<file path="config.mk">
export PLATFORM = sky130hd
export DESIGN_NAME = wall_follow_corner_turn_fsm
export DESIGN_NICKNAME = d
export VERILOG_FILES = /design/src/design/wfct_pkg.sv /design/src/design/wfct_core.sv /design/src/design/wall_follow_corner_turn_fsm.sv
export SDC_FILE = /design/constraint.sdc
export NUM_CORES = 1
export LEC_CHECK = 0
export BUFFER_PORTS_ARGS = -buffer_cell sky130_fd_sc_hd__buf_2
export CORE_AREA = 2 2 147 135
export DETAILED_ROUTE_END_ITERATION = 12
export DIE_AREA = 0 0 149 137
export GPL_ROUTABILITY_DRIVEN = 0
export HOLD_SLACK_MARGIN = 0.03
export PLACE_DENSITY_LB_ADDON = 0.12
export SLEW_MARGIN = 20
export SYNTH_ARGS = -nofsm -noshare
export SYNTH_HDL_FRONTEND = slang
export SYNTH_SLANG_ARGS = --single-unit
</file>
<file path="constraint.sdc">
create_clock -name clk -period 5.6 [get_ports clk]
set_input_delay 0.84 -clock clk [delete_from_list [all_inputs] [get_ports clk]]
set_output_delay 0.84 -clock clk [all_outputs]
set_load 0.05 [all_outputs]
</file>
<file path="src/design/wfct_pkg.sv">
`timescale 1ns / 1ps
`default_nettype none

package wfct_pkg;

    localparam int CFG_DATA_W = 16;
    localparam int CFG_IDX_W  = 3;
    localparam int DIST_W     = 10;
    localparam int TURN_W     = 16;

    localparam logic [DIST_W-1:0] NO_ECHO_CM     = 10'd400;
    localparam logic [1:0]        CONFIRM_FRAMES = 2'd2;

    localparam logic CMD_TICK  = 1'b0;
    localparam logic CMD_FRAME = 1'b1;

    localparam logic [CFG_IDX_W-1:0] REG_MIN_ECHO       = 3'd0;
    localparam logic [CFG_IDX_W-1:0] REG_NEAR_CM        = 3'd1;
    localparam logic [CFG_IDX_W-1:0] REG_CLEAR_DIST     = 3'd2;
    localparam logic [CFG_IDX_W-1:0] REG_DEAD_ZONE      = 3'd3;
    localparam logic [CFG_IDX_W-1:0] REG_CORNER_GAP     = 3'd4;
    localparam logic [CFG_IDX_W-1:0] REG_TURN_MS        = 3'd5;
    localparam logic [CFG_IDX_W-1:0] REG_TURN_LOW_DUTY  = 3'd6;
    localparam logic [CFG_IDX_W-1:0] REG_TURN_HIGH_DUTY = 3'd7;

    typedef enum logic [1:0] {
        MODE_NEAR   = 2'd0,
        MODE_CLEAR  = 2'd1,
        MODE_TURN_L = 2'd2,
        MODE_TURN_R = 2'd3
    } mode_t;

    typedef enum logic [2:0] {
        ACT_HOLD    = 3'd0,
        ACT_STOP    = 3'd1,
        ACT_FORWARD = 3'd2,
        ACT_STEER_L = 3'd3,
        ACT_STEER_R = 3'd4,
        ACT_TURN_L  = 3'd5,
        ACT_TURN_R  = 3'd6
    } action_t;

    typedef struct packed {
        logic [DIST_W-1:0] min_echo;
        logic [DIST_W-1:0] near_cm;
        logic [DIST_W-1:0] clear_dist;
        logic [DIST_W-1:0] dead_zone;
        logic [DIST_W-1:0] corner_gap;
        logic [TURN_W-1:0] turn_ms;
        logic [DIST_W-1:0] turn_low_duty;
        logic [DIST_W-1:0] turn_high_duty;
    } cfg_t;

    typedef struct packed {
        mode_t             mode;
        logic [1:0]        near_count;
        logic [1:0]        clear_count;
        logic              cruise_started;
        logic [TURN_W-1:0] turn_remaining;
    } ctl_state_t;

    typedef struct packed {
        action_t           action;
        logic              speed_init;
        logic              left_reverse;
        logic              right_reverse;
        logic [DIST_W-1:0] left_duty;
        logic [DIST_W-1:0] right_duty;
        mode_t             mode_now;
    } result_t;

endpackage

`default_nettype wire

</file>
<file path="src/design/wfct_core.sv">
`timescale 1ns / 1ps
`default_nettype none

module wfct_core (
    input  wire  wfct_pkg::cfg_t       cfg,
    input  wire  wfct_pkg::ctl_state_t state_cur,
    input  wire                        cmd,
    input  wire  [9:0]                 left_cm,
    input  wire  [9:0]                 right_cm,
    input  wire  [9:0]                 center_cm,
    output wfct_pkg::ctl_state_t       state_next,
    output wfct_pkg::result_t          result
);
    import wfct_pkg::*;

    logic [DIST_W-1:0]  center_eff;
    logic signed [10:0] diff;
    logic signed [10:0] band;
    logic signed [10:0] corner;
    logic               is_turn;

    assign center_eff = (center_cm < cfg.min_echo) ? NO_ECHO_CM : center_cm;
    assign diff       = $signed({1'b0, left_cm}) - $signed({1'b0, right_cm});
    assign band       = $signed({1'b0, cfg.dead_zone});
    assign corner     = $signed({1'b0, cfg.corner_gap});
    assign is_turn    = (state_cur.mode == MODE_TURN_L) || (state_cur.mode == MODE_TURN_R);

    always_comb
    begin
        ctl_state_t st;
        st     = state_cur;
        result = '{action: ACT_STOP, speed_init: 1'b0, left_reverse: 1'b0,
                   right_reverse: 1'b0, left_duty: '0, right_duty: '0,
                   mode_now: MODE_NEAR};

        if (cmd == CMD_TICK)
        begin
            if (st.turn_remaining != '0)
            begin
                st.turn_remaining = st.turn_remaining - 16'd1;
            end
        end
        else if (is_turn && (st.turn_remaining != '0))
        begin
            result.action = ACT_HOLD;
        end
        else
        begin
            if (is_turn)
            begin
                st.mode           = MODE_NEAR;
                st.cruise_started = 1'b0;
                st.near_count     = '0;
                st.clear_count    = '0;
            end

            if (center_eff >= cfg.clear_dist)
            begin
                if (st.clear_count < CONFIRM_FRAMES)
                begin
                    st.clear_count = st.clear_count + 2'd1;
                end
                st.near_count = '0;
            end
            else if (center_eff <= cfg.near_cm)
            begin
                if (st.near_count < CONFIRM_FRAMES)
                begin
                    st.near_count = st.near_count + 2'd1;
                end
                st.clear_count = '0;
            end
            else
            begin
                st.clear_count = '0;
                st.near_count  = '0;
            end

            if (st.clear_count >= CONFIRM_FRAMES)
            begin
                st.mode = MODE_CLEAR;
            end
            if (st.near_count >= CONFIRM_FRAMES)
            begin
                st.mode = MODE_NEAR;
            end

            if (st.mode == MODE_CLEAR)
            begin
                result.speed_init = !st.cruise_started;
                st.cruise_started = 1'b1;
                if (diff > band)
                begin
                    result.action = ACT_STEER_L;
                end
                else if (diff < -band)
                begin
                    result.action = ACT_STEER_R;
                end
                else
                begin
                    result.action = ACT_FORWARD;
                end
            end
            else
            begin
                st.cruise_started = 1'b0;
                if (diff >= corner)
                begin
                    result.action       = ACT_TURN_L;
                    result.left_reverse = 1'b1;
                    result.left_duty    = cfg.turn_low_duty;
                    result.right_duty   = cfg.turn_high_duty;
                    st.turn_remaining   = cfg.turn_ms;
                    st.mode             = MODE_TURN_L;
                end
                else if (diff <= -corner)
                begin
                    result.action        = ACT_TURN_R;
                    result.right_reverse = 1'b1;
                    result.left_duty     = cfg.turn_high_duty;
                    result.right_duty    = cfg.turn_low_duty;
                    st.turn_remaining    = cfg.turn_ms;
                    st.mode              = MODE_TURN_R;
                end
                else
                begin
                    result.action = ACT_STOP;
                end
            end
        end

        result.mode_now = st.mode;
        state_next      = st;
    end

endmodule

`default_nettype wire

</file>
<file path="src/design/wall_follow_corner_turn_fsm.sv">
`timescale 1ns / 1ps
`default_nettype none
// A frame transaction goes from the input register to the result register, which
// shows its command at the outputs; out_stall can hold it. Ticks give no result.
// Throughput: one transaction per cycle while the output is not stalled, set by the single decision stage.
// Reset clears the mode, counters, turn timer and valid flags, and loads
// the default thresholds, turn length and turn duties.

module wall_follow_corner_turn_fsm (
    input  wire                                 clk,
    input  wire                                 rst_n,
    input  wire                                 in_valid,
    output logic                                in_stall,
    input  wire                                 cmd,
    input  wire  [9:0]                          left_cm,
    input  wire  [9:0]                          right_cm,
    input  wire  [9:0]                          center_cm,
    output logic                                out_valid,
    input  wire                                 out_stall,
    output logic [2:0]                          action,
    output logic                                speed_init,
    output logic                                left_reverse,
    output logic                                right_reverse,
    output logic [9:0]                          left_duty,
    output logic [9:0]                          right_duty,
    output logic [1:0]                          mode_now,
    input  wire                                 cfg_we,
    input  wire  [wfct_pkg::CFG_IDX_W-1:0]      cfg_index,
    input  wire  [wfct_pkg::CFG_DATA_W-1:0]     cfg_data
);
    import wfct_pkg::*;

    cfg_t              cfg_reg;
    ctl_state_t        st_reg;
    ctl_state_t        st_next;
    result_t           res_reg;
    result_t           res_next;
    logic              s1_valid_reg;
    logic              s1_cmd_reg;
    logic [DIST_W-1:0] s1_left_reg;
    logic [DIST_W-1:0] s1_right_reg;
    logic [DIST_W-1:0] s1_center_reg;
    logic              out_valid_reg;
    logic              out_free;
    logic              s1_advance;
    logic              in_accept;

    assign out_free   = !out_valid_reg || !out_stall;
    assign s1_advance = s1_valid_reg && ((s1_cmd_reg == CMD_TICK) || out_free);
    assign in_stall   = s1_valid_reg && !s1_advance;
    assign in_accept  = in_valid && !in_stall;

    wfct_core u_core (
        .cfg        (cfg_reg),
        .state_cur  (st_reg),
        .cmd        (s1_cmd_reg),
        .left_cm    (s1_left_reg),
        .right_cm   (s1_right_reg),
        .center_cm  (s1_center_reg),
        .state_next (st_next),
        .result     (res_next)
    );

    always_ff @(posedge clk or negedge rst_n)
    begin
        if (!rst_n)
        begin
            cfg_reg <= '{min_echo: 10'd5, near_cm: 10'd10, clear_dist: 10'd150,
                         dead_zone: 10'd5, corner_gap: 10'd15,
                         turn_ms: 16'd350, turn_low_duty: 10'd550,
                         turn_high_duty: 10'd750};
        end
        else if (cfg_we)
        begin
            unique case (cfg_index)
                REG_MIN_ECHO:       cfg_reg.min_echo       <= cfg_data[DIST_W-1:0];
                REG_NEAR_CM:        cfg_reg.near_cm        <= cfg_data[DIST_W-1:0];
                REG_CLEAR_DIST:     cfg_reg.clear_dist     <= cfg_data[DIST_W-1:0];
                REG_DEAD_ZONE:      cfg_reg.dead_zone      <= cfg_data[DIST_W-1:0];
                REG_CORNER_GAP:     cfg_reg.corner_gap     <= cfg_data[DIST_W-1:0];
                REG_TURN_MS:        cfg_reg.turn_ms        <= cfg_data[TURN_W-1:0];
                REG_TURN_LOW_DUTY:  cfg_reg.turn_low_duty  <= cfg_data[DIST_W-1:0];
                REG_TURN_HIGH_DUTY: cfg_reg.turn_high_duty <= cfg_data[DIST_W-1:0];
                default:            cfg_reg <= cfg_reg;
            endcase
        end
    end

    always_ff @(posedge clk or negedge rst_n)
    begin
        if (!rst_n)
        begin
            st_reg        <= '{mode: MODE_NEAR, near_count: 2'd0, clear_count: 2'd0,
                               cruise_started: 1'b0, turn_remaining: 16'd0};
            s1_valid_reg  <= 1'b0;
            out_valid_reg <= 1'b0;
        end
        else
        begin
            if (s1_advance)
            begin
                st_reg <= st_next;
            end

            if (in_accept)
            begin
                s1_valid_reg <= 1'b1;
            end
            else if (s1_advance)
            begin
                s1_valid_reg <= 1'b0;
            end

            if (s1_advance && (s1_cmd_reg == CMD_FRAME))
            begin
                out_valid_reg <= 1'b1;
            end
            else if (out_free)
            begin
                out_valid_reg <= 1'b0;
            end
        end
    end

    always_ff @(posedge clk)
    begin
        if (in_accept)
        begin
            s1_cmd_reg    <= cmd;
            s1_left_reg   <= left_cm;
            s1_right_reg  <= right_cm;
            s1_center_reg <= center_cm;
        end
        if (s1_advance && (s1_cmd_reg == CMD_FRAME))
        begin
            res_reg <= res_next;
        end
    end

    assign out_valid     = out_valid_reg;
    assign action        = res_reg.action;
    assign speed_init    = res_reg.speed_init;
    assign left_reverse  = res_reg.left_reverse;
    assign right_reverse = res_reg.right_reverse;
    assign left_duty     = res_reg.left_duty;
    assign right_duty    = res_reg.right_duty;
    assign mode_now      = res_reg.mode_now;

    a_stall_needs_item: assert property (@(posedge clk) disable iff (!rst_n)
        in_stall |-> s1_valid_reg)
        else $error("Input stalled with an empty input register.");

    a_turn_fields_zero: assert property (@(posedge clk) disable iff (!rst_n)
        (out_valid && (action != ACT_TURN_L) && (action != ACT_TURN_R))
        |-> ((left_duty == '0) && (right_duty == '0) && !left_reverse && !right_reverse))
        else $error("Turn fields set on a command that does not start a turn.");

    a_hold_in_turn: assert property (@(posedge clk) disable iff (!rst_n)
        (out_valid && (action == ACT_HOLD))
        |-> ((mode_now == MODE_TURN_L) || (mode_now == MODE_TURN_R)))
        else $error("Hold command outside a turn mode.");

    a_turn_start_mode: assert property (@(posedge clk) disable iff (!rst_n)
        (out_valid && (action == ACT_TURN_L)) |-> (mode_now == MODE_TURN_L))
        else $error("Left turn started without entering the left turn mode.");

endmodule

`default_nettype wire
</file>
======== Yosys cells after proc, flatten, opt, wreduce, memory -nomap -nowiden ========
Index checks and enable logic that the tools add are counted.
operators by class
  add/subtract/negate cells ............... 6
  magnitude comparators ................... 11
  eq/ne operators ......................... 13
  mux-type cells .......................... 38
  bitwise operators ....................... 3
  reductions and logical operators ........ 32
operator list
  operator                                                              count
  16-bit 2-to-1 mux                                                     5
  7-bit 2-to-1 mux                                                      4
  23-bit 2-to-1 mux                                                     1
  10-bit negator with 11-bit output                                     2
  21-bit 2-to-1 mux                                                     1
  20-bit 2-to-1 mux                                                     1
  2-bit 2-to-1 mux                                                      9
  4-bit 2-to-1 mux                                                      4
  2-bit AND reduction                                                   8
  16-bit nonzero test                                                   1
  16-bit by 1-bit subtractor with 16-bit output, second input constant  1
  3-bit 2-to-1 mux                                                      5
  3-bit == test, second input constant                                  4
  11-bit greater-or-equal comparator                                    1
  11-bit > comparator                                                   1
  11-bit <= comparator                                                  1
  11-bit less-than comparator                                           1
  10-bit by 10-bit subtractor with 11-bit output                        1
  10-bit greater-or-equal comparator                                    1
  10-bit <= comparator                                                  1
  10-bit less-than comparator                                           1
  10-bit 2-to-1 mux                                                     1
  1-bit 2-to-1 mux                                                      7
  3-bit by 2-bit == test with 1-bit output, second input constant       2
  other kinds (19)                                                      39
storage, ports and cells
  register bits after elaboration ......... 170
  output and inout port bits .............. 30

======== Depth between registers and ports, before layout ========
Gate-level depths: netlist of the first run.
  depth after elaboration ................. 21
  mapped depth ............................ 19
  mapped depth without buffers ............ 18

======== Cells and area by module ========
From an unflattened synthesis of the first run, not the netlist that was laid out.
second synthesis, totals
  cells, all modules ...................... 940
  area, all modules ....................... 10271.1 µm²
by module, submodules not included
  module                       times used  cells each  area an instance (µm²)  sequential area each (µm²)
  wall_follow_corner_turn_fsm  1           392         6434.9                  4588.2
  wfct_core                    1           548         3836.2                  0.0

======== Least setup slack after synthesis of the first run ========
Ideal clock, no wire load.
  path kind ............................... flip-flop to flip-flop
  start point ............................. register cfg_reg[78] (netlist bit)
  end point ............................... register st_reg[11] (netlist bit)
  library setup time ...................... 0.137 ns
  data arrival time ....................... 4.561 ns
  data required time ...................... 5.463 ns
  slack ................................... 0.902 ns
  cell stages (with the launch flop) ...... 19
  path buffers ............................ 1
  cells stage by stage .................... dfstp_2 > inv_1 > ha_1 > nor2b_1 > o21ai_0 > a21oi_1 > or4_1 > a311oi_1 > nor3b_1 > ha_1 > a21oi_1 > o21ai_0 > a2111oi_0 > o221ai_1 > a21oi_2 > a21bo_2 > buf_6 > a222oi_1 > o32ai_1
between the ends
  cells in the longest elaborated chain, start to end .. 14
ends and longest elaborated chain
  what                                                                        RTL line                            text
  from (decl)                                                                 wall_follow_corner_turn_fsm.sv:33   cfg_t cfg_reg;
  from (signal assigned)                                                      wall_follow_corner_turn_fsm.sv:68   cfg_reg <= '{min_echo: 10'd5, near_cm: 10'd10, clear_dist: 10'd150,
  from (signal assigned)                                                      wall_follow_corner_turn_fsm.sv:84   default: cfg_reg <= cfg_reg;
  10-bit less-than comparator (*)                                             wfct_core.sv:22                     assign center_eff = (center_cm < cfg.min_echo) ? NO_ECHO_CM : center_cm;
  10-bit 2-to-1 mux (*)                                                       wfct_core.sv:22
  10-bit greater-or-equal comparator or 10-bit <= comparator (tied branches)  wfct_core.sv:57, wfct_core.sv:65
  4-bit 2-to-1 mux (*)                                                        wfct_core.sv:57                     if (center_eff >= cfg.clear_dist)
  4-bit 2-to-1 mux (*)                                                        wfct_core.sv:43                     else if (is_turn && (st.turn_remaining != '0))
  4-bit 2-to-1 mux (*)                                                        wfct_core.sv:36                     if (cmd == CMD_TICK)
  2-bit greater-or-equal comparator or 4-bit 2-to-1 mux (tied branches)       wfct_core.sv:79, wfct_core.sv:36
  2-bit 2-to-1 mux or 2-bit greater-or-equal comparator (tied branches)       wfct_core.sv:79, wfct_core.sv:83
  2-bit 2-to-1 mux (*)                                                        wfct_core.sv:83                     if (st.near_count >= CONFIRM_FRAMES)
  2-bit 2-to-1 mux (*)                                                        wfct_core.sv:43
  2-bit 2-to-1 mux (*)                                                        wfct_core.sv:36
  2-bit by 1-bit == test with 1-bit output (*)                                wfct_core.sv:88                     if (st.mode == MODE_CLEAR)
  2-bit != test (no source line) (*)                                          -
  5-bit AND reduction (no source line) (*)                                    -
  to (signal assigned)                                                        wall_follow_corner_turn_fsm.sv:93   st_reg <= '{mode: MODE_NEAR, near_count: 2'd0, clear_count: 2'd0,
  to (signal assigned)                                                        wall_follow_corner_turn_fsm.sv:102  st_reg <= st_next;
  to (decl)                                                                   wall_follow_corner_turn_fsm.sv:34   ctl_state_t st_reg;
Mark *: on every way between the ends. The rest lies on a longest branch, timed or not. The select of a mux whose other input is x is not followed.
A chain may end at the register's enable or synchronous reset.

======== Worst setup path in the final report of the first run ========
Ends and elaborated chain as after synthesis.

==> summary.md, run 1 <==
| Metric | Value |
|---|---|
| Clk slew on worst S/H paths | `0.07 ns` |
| F_max | `199 MHz` |
| Worst setup EP type | `flip-flop` |
| # IOs | `85` |
| Placed insts | `1178` |
| Final setup violating endpoints | `0` |
| Die area | `20400 um2` |
| Mapped Area | `9250 um2` |
| Post-Place Cell Area | `9980 um2` |
| Max FO, Critical Path | `13` |
| Pin count of the biggest net entering global routing | `76` |
| TNS Setup | `0 ns` |
| Crit path DAT | `5.34 ns` |
| CTS resizes | `0` |
| Skew-Pair Late Insertion Delay | `0.44 ns` |
| Yosys cell types | `67` |
| Hold Crit Class | `flip-flop to flip-flop` |
| Type of origin of the critical path | `flip-flop` |
| Vias in the first global route | `6116` |
| Crit-path cells | `inv_1, ha_1, nor2b_1, o21ai_0, a21oi_1, or4_1, a311oi_1, buf_4, nor3b_1, ha_1, a21oi_1, o21ai_0, a2111oi_0, o221ai_1, a21oi_2, a21bo_2, a222oi_1, o32ai_1` |
| VDD IR max | `0.234 mV` |
| Core area | `18900 um2` |
| Via Count | `6620` |
| Max cap viols | `0` |
| Die Ht | `137 um` |
| Critical path's top delay family | `compound AO/OA/AOI/OAI gates` |
| Fin Clk Skew | `0.0105 ns` |
| Die X | `149 um` |
| Initial Util | `49.0%` |
| ANT nets after route | `0` |
| Total Routed Length | `20100 um` |
| Layout Nets | `1087` |
| Post-CTS Setup Inserts | `0` |
| Period utilization | `89.7%` |
| Core Rows | `48` |
| Drt wl/cell | `16.6 um` |
| EDFF count, synth | `59` |
| Fraction of final layout cells sized beyond drive strength 1 | `22.7%` |
| PwrDens | `372 nW/um2` |
| RSZ-0062 raised after global routing | `false` |
| Reg2Reg Depth | `18` |
| Dominant synthesized flop cell | `dfrtp_1` |
| Final WS setup | `0.575 ns` |
| Fin cells | `1211` |
| Tmin final | `5.02 ns` |
| CTS Buf Count | `17` |
| Seq cells post-synth | `170` |
| Clock Sink Count | `170` |
| CTS tree | `built` |
| Worst Tran Pin Value | `1.02 ns` |
| CP Depth | `18` |
| Drt initial violations | `445` |
| Setup Crit Path Kind | `flip-flop to flip-flop` |
| Hold Fails Final Rpt | `0` |
| Worst slew margin | `31.6%` |
| Final slew viol count | `0` |
| DP HPWL | `14000 um` |
| Avg Cell Area, Syn | `10.8 um2` |
| DRC | `0` |
| Total GRT Usage | `20.6%` |
| Data required, critical path | `5.92 ns` |
| Synth Instances | `856` |
| Outcome | `finished, final reports clean` |
| Asr flop ratio synth | `65.3%` |
| H-tree lvl count | `4` |
| Drt pass-1 iters | `5` |
| Area grow syn2layout | `14.7%` |
| Max incr delay on CP | `0.79 ns` |
| Vias per cell | `5.47` |
| Mapped Nets | `996` |
| Clk buf depth | `2` |
| Ys Warns | `0` |
| Design Area, Final | `10600 um2` |
| Initial antenna violation count | `0` |
| LEAKAGE | `0.00460 uW` |
| Post-synthesis sequential area ratio | `49.6%` |
| Hold Crit Depth | `2` |
| Cts hold-fix bufs | `0` |
| CP max-delay cell | `a2111oi_0` |
| Hold WS | `0.478 ns` |
| Root Driver | `clkbuf_16` |
| Max reg flops | `86` |
| Dpl ws | `0.607 ns` |
| Worst path bufs/invs | `2` |
| Total gr overflow | `0` |
| Global-route wire length before repair | `32200 um` |
| Port Buffer Count | `84` |
metrics by stage:
step                      total power (uW)  utilization (%)
after CTS                             3970             56.2
after floorplan                       2440                -
after global routing                  4200             56.2
after detailed placement              2720             52.9
after global placement                2700             52.9
final                                 3940             56.2
layout by cell type, fill, tap and decap left out, types with 15 or more instances in the layout:
| cell type | synthesis | final |
|---|---|---|
| ha_1 | 84 | 84 |
| buf_2 | 4 | 83 |
| dfrtp_1 | 80 | 80 |
| inv_1 | 78 | 78 |
| nand2_1 | 76 | 76 |
| o21ai_0 | 65 | 65 |
| edfxtp_1 | 59 | 59 |
| mux2_2 | 49 | 49 |
| nor2_1 | 46 | 46 |
| nor3_1 | 32 | 31 |
| dfstp_2 | 31 | 31 |
| a21oi_1 | 30 | 30 |
| a22o_1 | 20 | 20 |
| clkbuf_16 | 0 | 17 |
| xnor2_1 | 16 | 16 |
| nand3_1 | 15 | 15 |
final timing paths:
check / startpoint / to / slack, ns
max: cfg_reg[78] / st_reg[11] / 0.58
min: st_reg[19] / st_reg[19] / 0.48
max reg2reg: cfg_reg[78] / st_reg[11] / 0.58
min reg2reg: st_reg[19] / st_reg[19] / 0.48
max in group asynchronous: rst_n / cfg_reg[39] / 3.95
min in group asynchronous: rst_n / cfg_reg[33] / 0.53
worst register-to-register path, stage by stage (launching register included):
cell and delay, ns:
dfstp_2 0.52, inv_1 0.04, ha_1 0.27, nor2b_1 0.12, o21ai_0 0.14, a21oi_1 0.08
or4_1 0.39, a311oi_1 0.26, buf_4 0.21, nor3b_1 0.09, ha_1 0.34, a21oi_1 0.14
o21ai_0 0.09, a2111oi_0 0.79, o221ai_1 0.38, a21oi_2 0.21, a21bo_2 0.35, a222oi_1 0.36
o32ai_1 0.13
final cells by class:
type	instances	area [um2]
Antenna cell	1	2.50
Clock buffer	17	425
Clock inverter	15	195
Fill cell	1685	8250
Inverter	78	293
Multi-Input combinational cell	584	4270
Sequential cell	170	4590
Tap cell	250	313
Timing Repair Buffer	96	513
synthesized netlist by cell type (5+ instances only):
library cell	number	area, um2
xnor2_1	16	140
a222oi_1	7	70.1
ha_1	84	1050
a221oi_1	5	43.8
nand2_1	76	285
a22o_1	20	175
nand4_1	11	68.8
dfstp_2	31	815
nor3b_1	10	75.1
nor3_1	32	160
edfxtp_1	59	1770
nand3_1	15	75.1
o21ai_0	65	325
inv_1	78	293
nor2_1	46	173
nor4_1	6	37.5
a211oi_1	6	45.0
mux2_2	49	552
nor2b_1	10	62.6
dfrtp_1	80	2000
clkbuf_1	18	67.6
nand2b_1	12	75.1
a21o_1	7	52.6
o211ai_1	6	45.0
a21oi_1	30	150
report_power, final:
part           switching, uW  total (uW)  internal, uW
Clock                    584        1240           652
Combinational            591        1030           441
Sequential               141        1670          1530
Total                   1320        3940          2630
kinds of logic after synthesis:
| group | after synthesis | share of synthesized area [%] |
|---|---|---|
| and+or+nand+nor | 242 | 13.1 |
| AOI/OAI and AO/OA | 185 | 13.2 |
| DFF | 170 | 49.6 |
| buffers and inverters | 102 | 4.28 |
| adders and majority gates | 85 | 11.6 |
| muxes | 53 | 6.40 |
| xor gates and xnor gates | 19 | 1.80 |
per-layer routing:
layer	up-vias	global-route usage (%)	wire length, um
li1	3300	-	-
met1	3141	29.4	9910
met2	162	31.5	9070
met3	17	5.13	924
met4	0	5.34	215
met5	-	0	0
(Power assumes the default switching activity.)
==> run 2, diff against run 1 <==
--- a/config.mk
+++ b/config.mk
@@ -6,9 +6,9 @@
 export NUM_CORES = 1
 export LEC_CHECK = 0
 export BUFFER_PORTS_ARGS = -buffer_cell sky130_fd_sc_hd__buf_2
-export CORE_AREA = 2 2 147 135
+export CORE_AREA = 2 2 161 123
 export DETAILED_ROUTE_END_ITERATION = 12
-export DIE_AREA = 0 0 149 137
+export DIE_AREA = 0 0 163 125
 export GPL_ROUTABILITY_DRIVEN = 0
 export HOLD_SLACK_MARGIN = 0.03
 export PLACE_DENSITY_LB_ADDON = 0.12
==> summary.md, run 2 (synthesized netlist as in run 1, its figures left out) <==
| Metric | Value |
|---|---|
| Outcome | `finished, final reports clean` |
| Critical path's most frequent cell | `o21ai_0` |
| Setup Crit Path Kind | `flip-flop to flip-flop` |
| Pin count of the biggest net entering global routing | `75 (-1.3%)` |
| CTS Buf Count | `17 (unchanged)` |
| Commonest non-fill, non-tap cell in the layout | `ha_1` |
| Period utilization | `87.0% (-2.7 points)` |
| Cts hold-fix bufs | `0 (unchanged)` |
| Hold Fails Final Rpt | `0 (unchanged)` |
| Initial Util | `48.7% (-0.35 points)` |
| CTS tree | `built` |
| Reg-to-Reg Start | `cfg_reg[78]` |
| Root Driver | `clkbuf_16` |
| Crit path DAT | `5.18 ns (-0.16 ns)` |
| Worst slew margin | `27.8% (-3.8 points)` |
| Min-delay src | `st_reg[18]` |
| Total GRT Usage | `21.1% (+0.52 points)` |
| Max incr delay on CP | `0.65 ns (-0.14 ns)` |
| RSZ-0062 raised after global routing | `false` |
| Final WS setup | `0.727 ns (+0.152 ns)` |
| Die area | `20400 um2 (-0.19%)` |
| Worst setup EP type | `flip-flop` |
| Area grow syn2layout | `14.4%` |
| ANT nets after route | `0 (unchanged)` |
| Worst path bufs/invs | `2 (unchanged)` |
| Post-CTS Setup Inserts | `0 (unchanged)` |
| Max cap viols | `0 (unchanged)` |
| Metal3 WL | `857 um (-7.3%)` |
| CTS resizes | `0 (unchanged)` |
| Die Ht | `125 um (-8.8%)` |
| H-tree lvl count | `4 (unchanged)` |
| Die X | `163 um (+9.4%)` |
| Layout Nets | `1087 (unchanged)` |
| Filler instances | `1663 (-1.3%)` |
| TNS Setup | `0 ns (unchanged)` |
| Dpl ws | `0.751 ns (+0.144 ns)` |
| # IOs | `85 (unchanged)` |
| Final slew viol count | `0 (unchanged)` |
| Port Buffer Count | `84 (unchanged)` |
| Clock Sink Count | `170 (unchanged)` |
| Total Routed Length | `19900 um (-1.2%)` |
| F_max | `205 MHz (+3.1%)` |
| PwrDens | `369 nW/um2 (-0.77%)` |
| Hold Crit Class | `flip-flop to flip-flop` |
| Vias in the first global route | `6527 (+6.7%)` |
| Worst Tran Pin Value | `1.08 ns (+0.0560 ns)` |
| Crit-path cells | `inv_1, ha_1, nor2b_1, o21ai_0, a21oi_1, or4_1, a311oi_1, buf_4, nor3b_1, ha_1, a21oi_1, o21ai_0, a2111oi_0, o221ai_1, a21oi_2, a21bo_2, a222oi_1, o21ai_0` |
| Via Count | `6603 (-0.26%)` |
| Max FO, Critical Path | `13 (unchanged)` |
| Most frequent cells in the layout | `84 x ha_1, 83 x buf_2, 80 x dfrtp_1` |
| Drt pass-1 iters | `7 (+2)` |
| Uppermost routed layer | `met4` |
| M1 wire length | `10200 um (+3.3%)` |
| DRC | `0 (unchanged)` |
| Vias per cell | `5.44 (-0.42%)` |
| Clk slew on worst S/H paths | `0.07 ns (about the same)` |
| Design Area, Final | `10600 um2 (-0.25%)` |
| Critical path's top delay family | `compound AO/OA/AOI/OAI gates` |
| Drt initial violations | `405 (-9.0%)` |
| Core area | `19000 um2 (+0.72%)` |
| Type of origin of the critical path | `flip-flop` |
| Core Rows | `44 (-8.3%)` |
| DP HPWL | `14100 um (+0.37%)` |
| Data required, critical path | `5.91 ns (about the same)` |
| Antenna cells | `0 (-1)` |
| Total gr overflow | `0 (unchanged)` |
| Global-route wire length before repair | `33900 um (+5.1%)` |
| Skew-Pair Late Insertion Delay | `0.44 ns (about the same)` |
| Final setup violating endpoints | `0 (unchanged)` |
| Initial antenna violation count | `0 (unchanged)` |
| LEAKAGE | `0.00459 uW (-0.34%)` |
| Clk buf depth | `2 (unchanged)` |
| CP max-delay cell | `a2111oi_0` |
| Max reg flops | `86 (unchanged)` |
| Fraction of final layout cells sized beyond drive strength 1 | `22.5% (-0.21 points)` |
| VDD IR max | `0.174 mV (-26%)` |
| CP startpoint | `cfg_reg[78]` |
| DR WL met2 | `8570 um (-5.5%)` |
| Tmin final | `4.87 ns (-0.152 ns)` |
| Post-Place Cell Area | `9980 um2 (about the same)` |
| Drt wl/cell | `16.4 um (-1.4%)` |
| Fin Clk Skew | `0.0147 ns (+0.00424 ns)` |
==> run 2: cell count changes in the layout (fill, tap and decap cells not counted), sizes merged <==
cell,delta
clkinvlp,+1
diode,-1
bufinv,-1
clkinv,+2
inv,-2
==> run 2: per-layer routing <==
layer	track usage, %	up-vias
met1	32.1	3118
met4	4.42	0
met2	31.3	159
li1	-	3309
met3	4.28	17
met5	0	-
==> run 2: worst paths after layout <==
kind                               end  slack, ns  cells past startpoint
setup / recovery             st_reg[7]       0.73                     18
hold / removal              st_reg[18]       0.48                      2
setup reg to reg             st_reg[7]       0.73                     18
hold reg to reg             st_reg[18]       0.48                      2
max in group asynchronous  cfg_reg[39]       3.99                      2
min in group asynchronous  cfg_reg[31]       0.54                      1
==> run 2: area by class of cell <==
type                            count  area, um2  share of cell area, %
Tap cell                          253        317                   2.99
Timing Repair Buffer               96        513                   4.85
Clock buffer                       17        425                   4.02
Inverter                           78        293                   2.77
Multi-Input combinational cell    584       4270                   40.4
Clock inverter                     15        173                   1.63
Sequential cell                   170       4590                   43.4
==> run 2: worst min-delay path: stages, from the launching register on <==
cell,delay [ns]
dfrtp_1,0.35
nand2_1,0.05
o31ai_1,0.06
==> run 2: where the power goes <==
group / internal (uW) / leakage, uW / switching [uW]
Sequential: 1530 / 0.00185 / 144
Clock: 606 / 0.000290 / 585
Combinational: 441 / 0.00245 / 592
==> run 2: metrics by stage <==
step	power (uW)	cells	hold WS, ns	util, %
4_1_cts	3930	1213	0.487	55.7
6_report	3900	1213	0.483	55.7
2_1_floorplan	2440	856	0.442	-
3_3_place_gp	2710	1181	0.466	52.5
3_5_place_dp	2730	1181	0.470	52.5
5_1_grt	4190	1213	0.509	55.7
